`src/rtl/core/ipav_pkg.sv`:
```
// Shared types and helpers for the IP address text validator.
// Used by the check modules and the top level; depends on nothing.
`default_nettype none

package ipav_pkg;

	localparam logic [7:0] CHAR_END   = 8'h00;
	localparam logic [7:0] CHAR_COLON = 8'h3A;
	localparam logic [7:0] CHAR_DOT   = 8'h2E;

	localparam logic [1:0]  V6_MIN_COLONS = 2'd2;
	localparam logic [1:0]  V6_MAX_RUN    = 2'd2;
	localparam logic [1:0]  V6_RUN_SAT    = 2'd3;
	localparam logic [2:0]  V6_GROUP_MAX  = 3'd4;
	localparam logic [2:0]  V6_GROUP_SAT  = 3'd5;
	localparam logic [2:0]  V4_DOTS       = 3'd3;
	localparam logic [2:0]  V4_DOT_SAT    = 3'd4;
	localparam logic [2:0]  V4_DIGITS_MAX = 3'd3;
	localparam logic [2:0]  V4_DIGIT_SAT  = 3'd4;
	localparam logic [11:0] V4_OCTET_MAX  = 12'd255;

	typedef struct packed {
		logic       is_colon;
		logic       is_dot;
		logic       is_dec;
		logic       is_hex;
		logic [3:0] digit;
	} char_class_t;

	function automatic char_class_t classify(input logic [7:0] c);
		char_class_t r;
		r.is_colon = (c == CHAR_COLON);
		r.is_dot   = (c == CHAR_DOT);
		r.is_dec   = (c >= 8'h30) && (c <= 8'h39);
		r.is_hex   = r.is_dec || ((c >= 8'h61) && (c <= 8'h66)) ||
		             ((c >= 8'h41) && (c <= 8'h46));
		r.digit    = c[3:0];
		return r;
	endfunction

endpackage

`default_nettype wire

```
`src/rtl/core/ipav_char_if.sv`:
```
// Valid/ready channel that carries one character of the string.
// No dependencies.
`default_nettype none

interface ipav_char_if;
	logic       valid;
	logic       ready;
	logic [7:0] char_code;

	modport source (output valid, output char_code, input ready);
	modport sink (input valid, input char_code, output ready);
endinterface

`default_nettype wire

```
`src/rtl/core/ipav_verdict_if.sv`:
```
// Valid/ready channel that carries one verdict per string.
// No dependencies.
`default_nettype none

interface ipav_verdict_if;
	logic valid;
	logic ready;
	logic is_address;
	logic judged_ipv6;

	modport source (output valid, output is_address, output judged_ipv6, input ready);
	modport sink (input valid, input is_address, input judged_ipv6, output ready);
endinterface

`default_nettype wire

```
`src/rtl/core/ipav_v6_check.sv`:
```
// IPv6 rule tracking: colon counts, colon runs and hex group length.
// Depends on ipav_pkg.
`default_nettype none

module ipav_v6_check (
	input  wire                  clk,
	input  wire                  arst_n,
	input  wire                  step,
	input  wire                  clear,
	input  ipav_pkg::char_class_t cls,
	output logic                 ok
);
	import ipav_pkg::*;

	logic       failed_q;
	logic [1:0] colon_total_q;
	logic [1:0] colon_run_q;
	logic [1:0] longest_run_q;
	logic [2:0] group_len_q;

	logic [1:0] run_next;
	logic [2:0] group_next;

	always_comb begin
		run_next   = (colon_run_q < V6_RUN_SAT) ? colon_run_q + 2'd1 : colon_run_q;
		group_next = (group_len_q < V6_GROUP_SAT) ? group_len_q + 3'd1 : group_len_q;
	end

	always_ff @(posedge clk or negedge arst_n) begin
		if (!arst_n) begin
			failed_q      <= 1'b0;
			colon_total_q <= '0;
			colon_run_q   <= '0;
			longest_run_q <= '0;
			group_len_q   <= '0;
		end else if (step && clear) begin
			failed_q      <= 1'b0;
			colon_total_q <= '0;
			colon_run_q   <= '0;
			longest_run_q <= '0;
			group_len_q   <= '0;
		end else if (step) begin
			if (cls.is_colon) begin
				if (colon_total_q < V6_RUN_SAT) begin
					colon_total_q <= colon_total_q + 2'd1;
				end
				colon_run_q <= run_next;
				if (run_next > longest_run_q) begin
					longest_run_q <= run_next;
				end
				group_len_q <= '0;
			end else begin
				colon_run_q <= '0;
				if (!cls.is_hex) begin
					failed_q <= 1'b1;
				end else begin
					group_len_q <= group_next;
					if (group_next > V6_GROUP_MAX) begin
						failed_q <= 1'b1;
					end
				end
			end
		end
	end

	assign ok = !failed_q && (colon_total_q >= V6_MIN_COLONS) && (longest_run_q <= V6_MAX_RUN);

endmodule

`default_nettype wire

```
`src/rtl/core/ipav_v4_check.sv`:
```
// IPv4 rule tracking: dot count, octet digits, octet value, leading zero.
// Depends on ipav_pkg.
`default_nettype none

module ipav_v4_check (
	input  wire                  clk,
	input  wire                  arst_n,
	input  wire                  step,
	input  wire                  clear,
	input  ipav_pkg::char_class_t cls,
	output logic                 ok
);
	import ipav_pkg::*;

	logic        failed_q;
	logic [11:0] octet_q;
	logic [2:0]  dot_total_q;
	logic [2:0]  digit_total_q;
	logic        lead_zero_q;

	logic [11:0] octet_next;
	logic [2:0]  digits_next;
	logic        lead_next;

	// Multiply by ten as two shifts; the octet never exceeds 999, so 12 bits hold it.
	always_comb begin
		octet_next  = (digit_total_q < V4_DIGITS_MAX) ?
		              (octet_q << 3) + (octet_q << 1) + {8'd0, cls.digit} : octet_q;
		digits_next = (digit_total_q < V4_DIGIT_SAT) ? digit_total_q + 3'd1 : digit_total_q;
		lead_next   = (digit_total_q == 3'd0) ? (cls.digit == 4'd0) : lead_zero_q;
	end

	always_ff @(posedge clk or negedge arst_n) begin
		if (!arst_n) begin
			failed_q      <= 1'b0;
			octet_q       <= '0;
			dot_total_q   <= '0;
			digit_total_q <= '0;
			lead_zero_q   <= 1'b0;
		end else if (step && clear) begin
			failed_q      <= 1'b0;
			octet_q       <= '0;
			dot_total_q   <= '0;
			digit_total_q <= '0;
			lead_zero_q   <= 1'b0;
		end else if (step) begin
			if (cls.is_dot) begin
				if (digit_total_q == 3'd0) begin
					failed_q <= 1'b1;
				end
				if (dot_total_q < V4_DOT_SAT) begin
					dot_total_q <= dot_total_q + 3'd1;
				end
				octet_q       <= '0;
				digit_total_q <= '0;
				lead_zero_q   <= 1'b0;
			end else if (!cls.is_dec) begin
				failed_q <= 1'b1;
			end else begin
				octet_q       <= octet_next;
				digit_total_q <= digits_next;
				lead_zero_q   <= lead_next;
				if ((digits_next > V4_DIGITS_MAX) || (octet_next > V4_OCTET_MAX) ||
				    ((digits_next > 3'd1) && lead_next)) begin
					failed_q <= 1'b1;
				end
			end
		end
	end

	assign ok = !failed_q && (digit_total_q != 3'd0) && (dot_total_q == V4_DOTS);

endmodule

`default_nettype wire

```
`src/rtl/core/ip_address_text_validator_core.sv`:
```
// Checks a character stream one byte per cycle and reports whether each string
// is a well-formed IPv4 or IPv6 address. A byte is taken every cycle while the
// verdict channel keeps up; each byte is held in an input register while the
// IPv4 and IPv6 rule trackers update in parallel, and the end byte (code 0)
// loads the verdict register, so a verdict passes the input register and then
// the verdict register after its end byte is accepted. Throughput is one byte
// per cycle; it stalls only while a verdict waits and a second end byte is
// ready to leave the input register.
// Depends on ipav_pkg, ipav_char_if, ipav_verdict_if, ipav_v6_check, ipav_v4_check.
`default_nettype none

module ip_address_text_validator_core (
	input  wire             clk,
	input  wire             arst_n,
	ipav_char_if.sink       chars,
	ipav_verdict_if.source  verdicts
);
	import ipav_pkg::*;

	logic        valid_s1;
	logic [7:0]  char_s1;
	logic        any_seen_q;
	logic        colon_seen_q;
	logic        out_valid_q;
	logic        out_addr_q;
	logic        out_v6_q;

	char_class_t cls;
	logic        term;
	logic        advance;
	logic        load_out;
	logic        v6_ok;
	logic        v4_ok;
	logic        verdict;

	assign cls      = classify(char_s1);
	assign term     = (char_s1 == CHAR_END);
	// A plain character never needs the output; an end byte needs a free slot.
	assign advance  = valid_s1 && (!term || !out_valid_q || verdicts.ready);
	assign load_out = advance && term;
	assign chars.ready = !valid_s1 || advance;

	ipav_v6_check u_v6 (
		.clk    (clk),
		.arst_n (arst_n),
		.step   (advance),
		.clear  (term),
		.cls    (cls),
		.ok     (v6_ok)
	);

	ipav_v4_check u_v4 (
		.clk    (clk),
		.arst_n (arst_n),
		.step   (advance),
		.clear  (term),
		.cls    (cls),
		.ok     (v4_ok)
	);

	assign verdict = any_seen_q && (colon_seen_q ? v6_ok : v4_ok);

	always_ff @(posedge clk or negedge arst_n) begin
		if (!arst_n) begin
			valid_s1 <= 1'b0;
		end else if (chars.ready) begin
			valid_s1 <= chars.valid;
		end
	end

	always_ff @(posedge clk) begin
		if (chars.ready && chars.valid) begin
			char_s1 <= chars.char_code;
		end
	end

	always_ff @(posedge clk or negedge arst_n) begin
		if (!arst_n) begin
			any_seen_q   <= 1'b0;
			colon_seen_q <= 1'b0;
		end else if (advance) begin
			if (term) begin
				any_seen_q   <= 1'b0;
				colon_seen_q <= 1'b0;
			end else begin
				any_seen_q <= 1'b1;
				if (cls.is_colon) begin
					colon_seen_q <= 1'b1;
				end
			end
		end
	end

	always_ff @(posedge clk or negedge arst_n) begin
		if (!arst_n) begin
			out_valid_q <= 1'b0;
		end else if (load_out) begin
			out_valid_q <= 1'b1;
		end else if (verdicts.ready) begin
			out_valid_q <= 1'b0;
		end
	end

	always_ff @(posedge clk) begin
		if (load_out) begin
			out_addr_q <= verdict;
			out_v6_q   <= colon_seen_q;
		end
	end

	assign verdicts.valid       = out_valid_q;
	assign verdicts.is_address  = out_addr_q;
	assign verdicts.judged_ipv6 = out_v6_q;

	a_no_overwrite_s1: assert property (@(posedge clk) disable iff (!arst_n)
		(chars.valid && chars.ready && valid_s1) |-> advance)
		else $error("input register overwritten before its byte was used");

	a_load_free_slot: assert property (@(posedge clk) disable iff (!arst_n)
		load_out |-> (!out_valid_q || verdicts.ready))
		else $error("verdict loaded over one not yet taken");

	a_verdict_from_end: assert property (@(posedge clk) disable iff (!arst_n)
		$rose(out_valid_q) |-> $past(load_out))
		else $error("verdict appeared without an end byte");

endmodule

`default_nettype wire
```
`src/flat_wrapper.sv`:
```
// flat-port wrapper written by rule: the top's interface ports become plain ports
module ip_address_text_validator_core_flat import ipav_pkg::*;
  (clk, arst_n, chars_valid, chars_char_code, chars_ready, verdicts_valid, verdicts_is_address, verdicts_judged_ipv6, verdicts_ready);
  ipav_char_if chars_i ();
  ipav_verdict_if verdicts_i ();
  input  wire clk;
  input  wire arst_n;
  input wire logic [$bits(chars_i.valid)-1:0] chars_valid;
  input wire logic [$bits(chars_i.char_code)-1:0] chars_char_code;
  output wire logic [$bits(chars_i.ready)-1:0] chars_ready;
  output wire logic [$bits(verdicts_i.valid)-1:0] verdicts_valid;
  output wire logic [$bits(verdicts_i.is_address)-1:0] verdicts_is_address;
  output wire logic [$bits(verdicts_i.judged_ipv6)-1:0] verdicts_judged_ipv6;
  input wire logic [$bits(verdicts_i.ready)-1:0] verdicts_ready;
  assign chars_i.valid = chars_valid;
  assign chars_i.char_code = chars_char_code;
  assign chars_ready = chars_i.ready;
  assign verdicts_valid = verdicts_i.valid;
  assign verdicts_is_address = verdicts_i.is_address;
  assign verdicts_judged_ipv6 = verdicts_i.judged_ipv6;
  assign verdicts_i.ready = verdicts_ready;
  ip_address_text_validator_core u_core (.clk(clk), .arst_n(arst_n), .chars(chars_i), .verdicts(verdicts_i));
endmodule
```
`config.mk`:
```
export PLATFORM = sky130hd
export DESIGN_NAME = ip_address_text_validator_core_flat
export DESIGN_NICKNAME = d
export VERILOG_FILES = /design/src/rtl/core/ipav_pkg.sv /design/src/rtl/core/ipav_char_if.sv /design/src/rtl/core/ipav_verdict_if.sv /design/src/rtl/core/ipav_v6_check.sv /design/src/rtl/core/ipav_v4_check.sv /design/src/rtl/core/ip_address_text_validator_core.sv /design/src/flat_wrapper.sv
export SDC_FILE = /design/constraint.sdc
export NUM_CORES = 1
export LEC_CHECK = 0
export ABC_CLOCK_PERIOD_IN_PS = 3800
export BUFFER_PORTS_ARGS = -buffer_cell sky130_fd_sc_hd__buf_2
export CAP_MARGIN = 30
export CELL_PAD_IN_SITES_DETAIL_PLACEMENT = 1
export CELL_PAD_IN_SITES_GLOBAL_PLACEMENT = 2
export CORE_MARGIN = 8
export CORE_UTILIZATION = 39
export CTS_CLUSTER_DIAMETER = 100
export DETAILED_ROUTE_END_ITERATION = 10
export PLACE_DENSITY_LB_ADDON = 0.1
export SYNTH_ARGS = -nofsm -noshare
export SYNTH_HDL_FRONTEND = slang
export SYNTH_SLANG_ARGS = --single-unit
```
`constraint.sdc`:
```
create_clock -name clk -period 3.8 [get_ports clk]
set_input_delay 0.38 -clock clk [delete_from_list [all_inputs] [get_ports clk]]
set_output_delay 0.38 -clock clk [all_outputs]
set_load 0.05 [all_outputs]
```
==> results of run 1 <==
## path summary, 6_finish.rpt
check,startpoint,to,slack (ns),cells past startpoint
worst max-delay path,u_core.char_s1[3]$_DFFE_PP_,u_core.u_v4.failed_q$_DFFE_PN0P_,0.61,10
worst min-delay path,arst_n,u_core.u_v4.digit_total_q[1]$_DFFE_PN0P_,0.17,1
worst max register to register,u_core.char_s1[3]$_DFFE_PP_,u_core.u_v4.failed_q$_DFFE_PN0P_,0.61,10
worst min register to register,u_core.any_seen_q$_DFFE_PN0P_,u_core.any_seen_q$_DFFE_PN0P_,0.48,2
max in group asynchronous,arst_n,u_core.u_v6.colon_total_q[0]$_DFFE_PN0P_,3.11,1
min in group clk,chars_char_code[6],u_core.char_s1[6]$_DFFE_PP_,0.25,1
## metrics by stage
stage,power [W],utilization,cells,hold slack (ns)
finish,0.00194,0.435,404,0.170
global route,0.00212,0.435,404,0.234
CTS,0.00198,0.435,404,0.194
detailed placement,0.00163,0.420,396,0.464
global placement,0.00160,0.420,396,0.452
floorplan,0.00137,-,283,0.0844
## layer usage
| metal | vias up | share of wire |
|---|---|---|
| met5 | - | 0 |
| met4 | 0 | 0.0051 |
| met3 | 4 | 0.022 |
| met2 | 22 | 0.47 |
| met1 | 1060 | 0.50 |
| li1 | 1082 | - |
## cell families after synthesis
family | after synthesis | share of synthesized area
compound gates | 81 | 0.196
xor+xnor | 8 | 0.0252
fa+ha+maj | 29 | 0.136
buf+inv | 17 | 0.0234
flops | 44 | 0.413
mux | 1 | 0.00360
simple gates | 103 | 0.202
## cells in the mapped netlist, drive strengths merged
| cell | n |
|---|---|
| or2 | 3 |
| dfrtp | 34 |
| a32o | 1 |
| and4 | 2 |
| a22o | 5 |
| xnor2 | 8 |
| o21a | 4 |
| a21o | 4 |
| nor2 | 25 |
| nand2 | 30 |
| a311o | 1 |
| a31o | 1 |
| edfxtp | 10 |
| a211oi | 11 |
| o21ai | 20 |
| nand2b | 3 |
| nor2b | 4 |
| o31ai | 1 |
| a31oi | 2 |
| mux2i | 1 |
| buf | 1 |
| o22ai | 2 |
| ha | 27 |
| and2 | 3 |
| a21oi | 24 |
| nand3 | 10 |
| nor4 | 2 |
| nor4b | 3 |
| nand4 | 4 |
| or3 | 3 |
| nor3 | 3 |
| nand3b | 1 |
| o211ai | 1 |
| a2111oi | 1 |
| fa | 2 |
| inv | 15 |
| o21bai | 1 |
| nor3b | 5 |
| o221ai | 1 |
| clkbuf | 1 |
| or4 | 2 |
| o2bb2ai | 1 |
## power by group through the flow
stage               Clock (W)  Combinational [W]  Sequential, W
CTS                  0.000348           0.000942       0.000690
detailed placement          0           0.000932       0.000700
floorplan                   0           0.000713       0.000661
global route         0.000364            0.00105       0.000706
finish               0.000333           0.000920       0.000688
global placement            0           0.000907       0.000695
## sequential cells by signal, indices dropped and copies added, names as in the netlist, 2 cells and up
signal / cells
u_core.char_s1: 8
u_core.u_v4.dot_total_q: 3
u_core.u_v6.group_len_q: 3
u_core.u_v4.octet_q: 12
u_core.u_v6.colon_total_q: 2
u_core.u_v6.longest_run_q: 2
u_core.u_v4.digit_total_q: 3
u_core.u_v6.colon_run_q: 2
## critical path: stages, from the launching register on
cell and delay [ns]:
edfxtp_1 0.52, inv_1 0.10, fa_1 0.49, inv_1 0.07
fa_1 0.47, a211oi_1 0.36, o21bai_1 0.12, a21oi_1 0.19
xnor2_1 0.10, a2111oi_0 0.49, a31oi_1 0.14
## cell usage in the layout, fill, tap and decap left out, types with 2 or more instances in the layout
cell	netlist	layout
a211oi_1	9	9
a211oi_2	2	2
a21o_1	3	3
a21oi_1	23	23
a22o_1	4	4
a31oi_1	2	2
and2_1	3	3
and4_1	2	2
buf_2	1	15
clkbuf_8	0	5
dfrtp_1	34	34
edfxtp_1	10	10
fa_1	2	2
ha_1	27	27
inv_1	15	15
nand2_1	30	30
nand2b_1	3	3
nand3_1	10	10
nand4_1	4	4
nor2_1	23	23
nor2b_1	4	4
nor3_1	2	2
nor3b_1	5	5
nor4b_1	3	3
o21a_1	3	3
o21ai_0	18	18
o21ai_1	2	2
o22ai_1	2	2
or2_2	3	3
or3_2	2	2
xnor2_1	8	8
## area by class of cell
class / count / area, um2
Clock buffer: 6 / 93.8
Fill cell: 841 / 4010
Multi-Input combinational cell: 222 / 1570
Timing Repair Buffer: 16 / 82.6
Sequential cell: 44 / 1150
Tap cell: 99 / 124
Clock inverter: 2 / 12.5
Inverter: 15 / 56.3
==> flow_metrics.tcl, run 1 <==
set metrics [dict create \
    p_int_w 0.00114 \
    fin_tns_setup_ns 0 \
    synth_fp_nets 324 \
    grt_overflow 0 \
    fp-row-count 31 \
    grtUsageMet1 0.186 \
    grt-busiest-layer "met2" \
    grt_pass1_vias 2369 \
    clk_latency_ns 0.30 \
    rsz0062_at_grt "false" \
    pre_cts_ws_ns 0.696 \
    cts_tree "done" \
    synth_area_leaders "dfrtp_1 31%, ha_1 12%, edfxtp_1 11%, a21oi_1 4.1%, nand2_1 4.0%" \
    crit_path_start_kind "flop" \
    core_region_area_um2 7100 \
    slew_headroom 0.433 \
    hold_buffers 0 \
    final-setup-viol-count 0 \
    powerDensity_nw_per_um2 628 \
    grt_pass1_wl_mm 11.6 \
    wl_mm 6.64 \
    grt_start_max_net_pins 35 \
    switching_power_w 0.000797 \
    yosysSeqAreaShare 0.413 \
    p_sw_frac 0.411 \
    clkTransAtPathRegs_ns 0.09 \
    io_pins 16 \
    syn_to_final_growth_pct 10.9 \
    final_nets 345 \
    min_period_ns 3.19 \
    synth_seq_cells 44 \
    setup_slack_ns 0.611 \
    die_w_um 100 \
    synthCells 283 \
    use_met3 0.0283 \
    dp.final_hpwl_mm 5.21 \
    ir_drop_v 0.000276 \
    critPathMaxFanout 7 \
    leakagePower_nw 1.35 \
    cts_max_path_buffers 2 \
    yosysUniqueCellTypes 54 \
    viasPerCell 5.37 \
    clock_sinks 44 \
    yosysTopAreaCellShare 0.306 \
    finalHoldViolCount 0 \
    worstPathArrival_ns 3.35 \
    num_vias 2168 \
    cts_buffers 5 \
    outcome "finished, final reports clean" \
    max_cap_viol_count 0 \
    drtPass1Iterations 4 \
    cts_setup_buffers 0 \
    timing.final.crit_share 0.839 \
    fin_area_um2 3090 \
    placed_area_um2 2980 \
    syn_avg_cell_area_um2 9.84 \
    start_util 0.392 \
    drtAntennaViolNets 0 \
    gp_congestion 0.750 \
    diodes 0 \
    yosysWarnings 0 \
    drive_gt1_frac 0.138 \
    ctsResizeCount 0 \
    root_buffer "clkbuf_8" \
    drt_iter0_markers 71 \
    crit_required_ns 3.96 \
    hp-class "in2async" \
    antenna_found_initial 0 \
    tightest_slew_ns 0.850 \
    p_seq_frac 0.355 \
    h-tree-depth 2 \
    syn_area_um2 2780 \
    finClkSkew_ns 0.00717 \
    dieArea_um2 10100 \
    drv_slew 0 \
    end_kind "flop" \
    p_comb_frac 0.474 \
    p_clk_frac 0.171 \
    crit_type "reg2reg" \
    wl_per_cell_um 16.4 \
    synth_top_cell_by_area "dfrtp_1" \
    grt_usage 0.145 \
    use_met2 0.245 \
    portBuffers 15 \
    die_height_um 100 \
    timing.fmax_mhz 314 \
    drc 0 \
]
(Power assumes the default switching activity.)
==> run 2, diff against run 1 <==
--- a/config.mk
+++ b/config.mk
@@ -5,13 +5,14 @@
 export SDC_FILE = /design/constraint.sdc
 export NUM_CORES = 1
 export LEC_CHECK = 0
-export ABC_CLOCK_PERIOD_IN_PS = 3800
+export ABC_AREA = 1
+export ABC_CLOCK_PERIOD_IN_PS = 2790
 export BUFFER_PORTS_ARGS = -buffer_cell sky130_fd_sc_hd__buf_2
 export CAP_MARGIN = 30
 export CELL_PAD_IN_SITES_DETAIL_PLACEMENT = 1
 export CELL_PAD_IN_SITES_GLOBAL_PLACEMENT = 2
 export CORE_MARGIN = 8
-export CORE_UTILIZATION = 39
+export CORE_UTILIZATION = 33
 export CTS_CLUSTER_DIAMETER = 100
 export DETAILED_ROUTE_END_ITERATION = 10
 export PLACE_DENSITY_LB_ADDON = 0.1
==> constraint.sdc (replaced) <==
create_clock -name clk -period 2.79 [get_ports clk]
set_input_delay 0.279 -clock clk [delete_from_list [all_inputs] [get_ports clk]]
set_output_delay 0.279 -clock clk [all_outputs]
set_load 0.05 [all_outputs]
==> run 2 against run 1 <==
Utilization fell by 6.1 points. Combinational power up 95%. Synthesized cell count is 33% higher. Critical path depth grew 8. Fmax up 28%. Clock skew increased by 0.0014 ns. Largest power group unchanged. Sequential cell count unchanged. Via count is 14% higher.
==> flow_metrics.tcl, run 2 <==
set metrics [dict create \
    outcome "finished, final reports clean" \
    synth.most_common_cell "nand2_1" \
    rsz0062_at_grt "false" \
    wl_mm 7.20 \
    core_region_area_um2 8720 \
    synthSimpleGateAreaFrac 0.249 \
    synthCells 375 \
    syn_to_final_growth_pct 10.3 \
    drive_gt1_frac 0.116 \
    synth_flop_cell "dfrtp_1" \
    tightest_slew_ns 0.842 \
    synth-xor-area-share 0.00889 \
    grt_overflow 0 \
    gp_congestion 0.718 \
    die_height_um 111 \
    finalHoldViolCount 0 \
    clk_latency_ns 0.30 \
    hold_buffers 0 \
    grt_pass1_vias 2655 \
    final-setup-viol-count 0 \
    h-tree-depth 2 \
    dieArea_um2 12200 \
    leakagePower_nw 1.68 \
    yosysSeqAreaShare 0.390 \
    critPathMaxFanout 4 \
    die_w_um 111 \
    cts_max_path_buffers 2 \
    largest_reg_flops 12 \
    antenna_found_initial 0 \
    drtPass1Iterations 4 \
    fin_util 0.374 \
    drc 0 \
    syn_area_um2 2960 \
    grt_start_max_net_pins 35 \
    final_cell_mix "110 x nand2_1, 55 x inv_1, 34 x dfrtp_1, 27 x ha_1, 22 x nor2_1" \
    start_util 0.339 \
    yosys-mux-area-fraction 0 \
    viasPerCell 4.88 \
    grt_pass1_wl_mm 12.6 \
    hp-class "in2async" \
    portBuffers 15 \
    cts_buffers 5 \
    synth_fp_nets 416 \
    clock_sinks 44 \
    crit_required_ns 2.99 \
    worstPathArrival_ns 2.70 \
    yosys-top-cells-count "110 x nand2_1, 55 x inv_1, 34 x dfrtp_1, 27 x ha_1, 22 x nor2_1" \
    yosysTopAreaCellShare 0.288 \
    fin_tns_setup_ns 0 \
    drtAntennaViolNets 0 \
    powerDensity_nw_per_um2 982 \
    r2r.worst_path.cells 18 \
    timing.fmax_mhz 400 \
    regMostFlops "u_core.u_v4.octet_q" \
    clkTransAtPathRegs_ns 0.09 \
    stdcell_count 506 \
    slew_headroom 0.439 \
    yosysWarnings 0 \
    yosysUniqueCellTypes 38 \
    synth_seq_cells 44 \
    min_period_ns 2.50 \
    synth_area_leaders "dfrtp_1 29%, nand2_1 14%, ha_1 11%, edfxtp_1 10%, inv_1 7.0%" \
    crit_type "reg2reg" \
    drt_iter0_markers 72 \
    grt_usage 0.122 \
    fillers 1069 \
    num_vias 2468 \
    io_pins 16 \
    dp.final_hpwl_mm 5.62 \
    timing.final.crit_share 0.897 \
    max_cap_viol_count 0 \
    root_buffer "clkbuf_8" \
    wl_per_cell_um 14.2 \
    synth_edf_count 10 \
    crit_path_start_kind "flop" \
    end_kind "flop" \
    layout_commonest_cell "nand2_1" \
    synth_top_cell_by_area "dfrtp_1" \
    drv_slew 0 \
    diodes 0 \
    fp-row-count 34 \
    cts_tree "done" \
    final_nets 438 \
    ctsResizeCount 0 \
    synth_fa_ha_area_frac 0.128 \
    finalPower_w 0.00320 \
    reg_top3 "u_core.u_v4.octet_q: 12 flops, u_core.char_s1: 8 flops" \
    syn_avg_cell_area_um2 7.88 \
    finClkSkew_ns 0.00859 \
    ir_drop_v 0.000434 \
    async_flop_share 0.773 \
    place_inst 496 \
    synth_compound_area_frac 0.133 \
    synth_top_family_by_area "simple AND/OR/NAND/NOR gates" \
]
[run 2: cell types whose count changed after synthesis, moves of 7 or more]
cell	delta
nand3_1	+8
xnor2_1	-7
a21oi_1	-9
nand2_1	+80
inv_1	+40
a211oi_1	-9
[run 2: final timing paths]
| path | startpoint | end | slack (ns) |
|---|---|---|---|
| worst max-delay path | u_core.u_v4.octet_q[0]$_DFFE_PN0P_ | u_core.u_v4.failed_q$_DFFE_PN0P_ | 0.29 |
| worst min-delay path | arst_n | u_core.u_v4.octet_q[7]$_DFFE_PN0P_ | 0.07 |
| worst max register to register | u_core.u_v4.octet_q[0]$_DFFE_PN0P_ | u_core.u_v4.failed_q$_DFFE_PN0P_ | 0.29 |
| worst min register to register | u_core.u_v4.failed_q$_DFFE_PN0P_ | u_core.u_v4.failed_q$_DFFE_PN0P_ | 0.49 |
| max in group asynchronous | arst_n | u_core.u_v4.octet_q[6]$_DFFE_PN0P_ | 2.18 |
| min in group clk | chars_char_code[4] | u_core.char_s1[4]$_DFFE_PP_ | 0.15 |
[run 2: area by class of cell]
cell class | instances | area, um2 | share of cell area
Sequential cell | 44 | 1150 | 0.353
Inverter | 58 | 220 | 0.0675
Timing Repair Buffer | 21 | 120 | 0.0368
Multi-Input combinational cell | 267 | 1530 | 0.470
Clock buffer | 7 | 97.6 | 0.0299
Tap cell | 108 | 135 | 0.0414
Clock inverter | 1 | 5.00 | 0.00153
[run 2: kinds of logic (layout without fill, tap and decap cells)]
logic type               after synthesis  count (layout)
AO/OA/AOI/OAI                         63              63
XOR/XNOR                               3               3
adder cells (fa/ha/maj)               29              29
buffers and inverters                 64              87
flip-flops                            44              44
AND/OR/NAND/NOR                      172             172
[run 2: repair_timing]
action / 4_1_cts / 5_1_grt
hold endpoints to repair: 0 / 0
endpoints found under the setup margin: 0 / 1
setup buffers: 0 / 2
[run 2: report_power, final]
group	leakage [nW]	internal (W)	switching (W)	total (W)
logic	1.11	0.000718	0.00107	0.00179
clock network	0.0534	0.000230	0.000231	0.000461
registers	0.510	0.000801	0.000147	0.000948
[run 2: worst max-delay path, stage by stage, from the launching register on]
cell and delay, ns:
dfrtp_1 0.37, inv_1 0.08, fa_1 0.53, inv_1 0.07, fa_1 0.46, nand3_1 0.10
nand2_1 0.11, nand2_1 0.11, nand2_1 0.05, nand2_1 0.05, nand2_1 0.05, nand2_1 0.05
nand2_1 0.06, nand2_1 0.06, inv_1 0.04, nand2_1 0.08, nand2_1 0.05, nand2_1 0.05
nand2_1 0.04
[run 2: metal layers]
layer	wire length [um]	global-route usage
met4	58	0.0270
met2	3250	0.193
met1	3730	0.165
met3	163	0.0260
met5	0	0
[run 2: stage by stage]
stage,setup slack (ns),cell area (um2),hold WS (ns)
floorplan,0.484,2960,-0.0166
finish,0.289,3260,0.0704
CTS,0.236,3250,0.109
global route,0.00396,3260,0.126
global placement,0.320,3140,0.439
detailed placement,0.284,3140,0.440
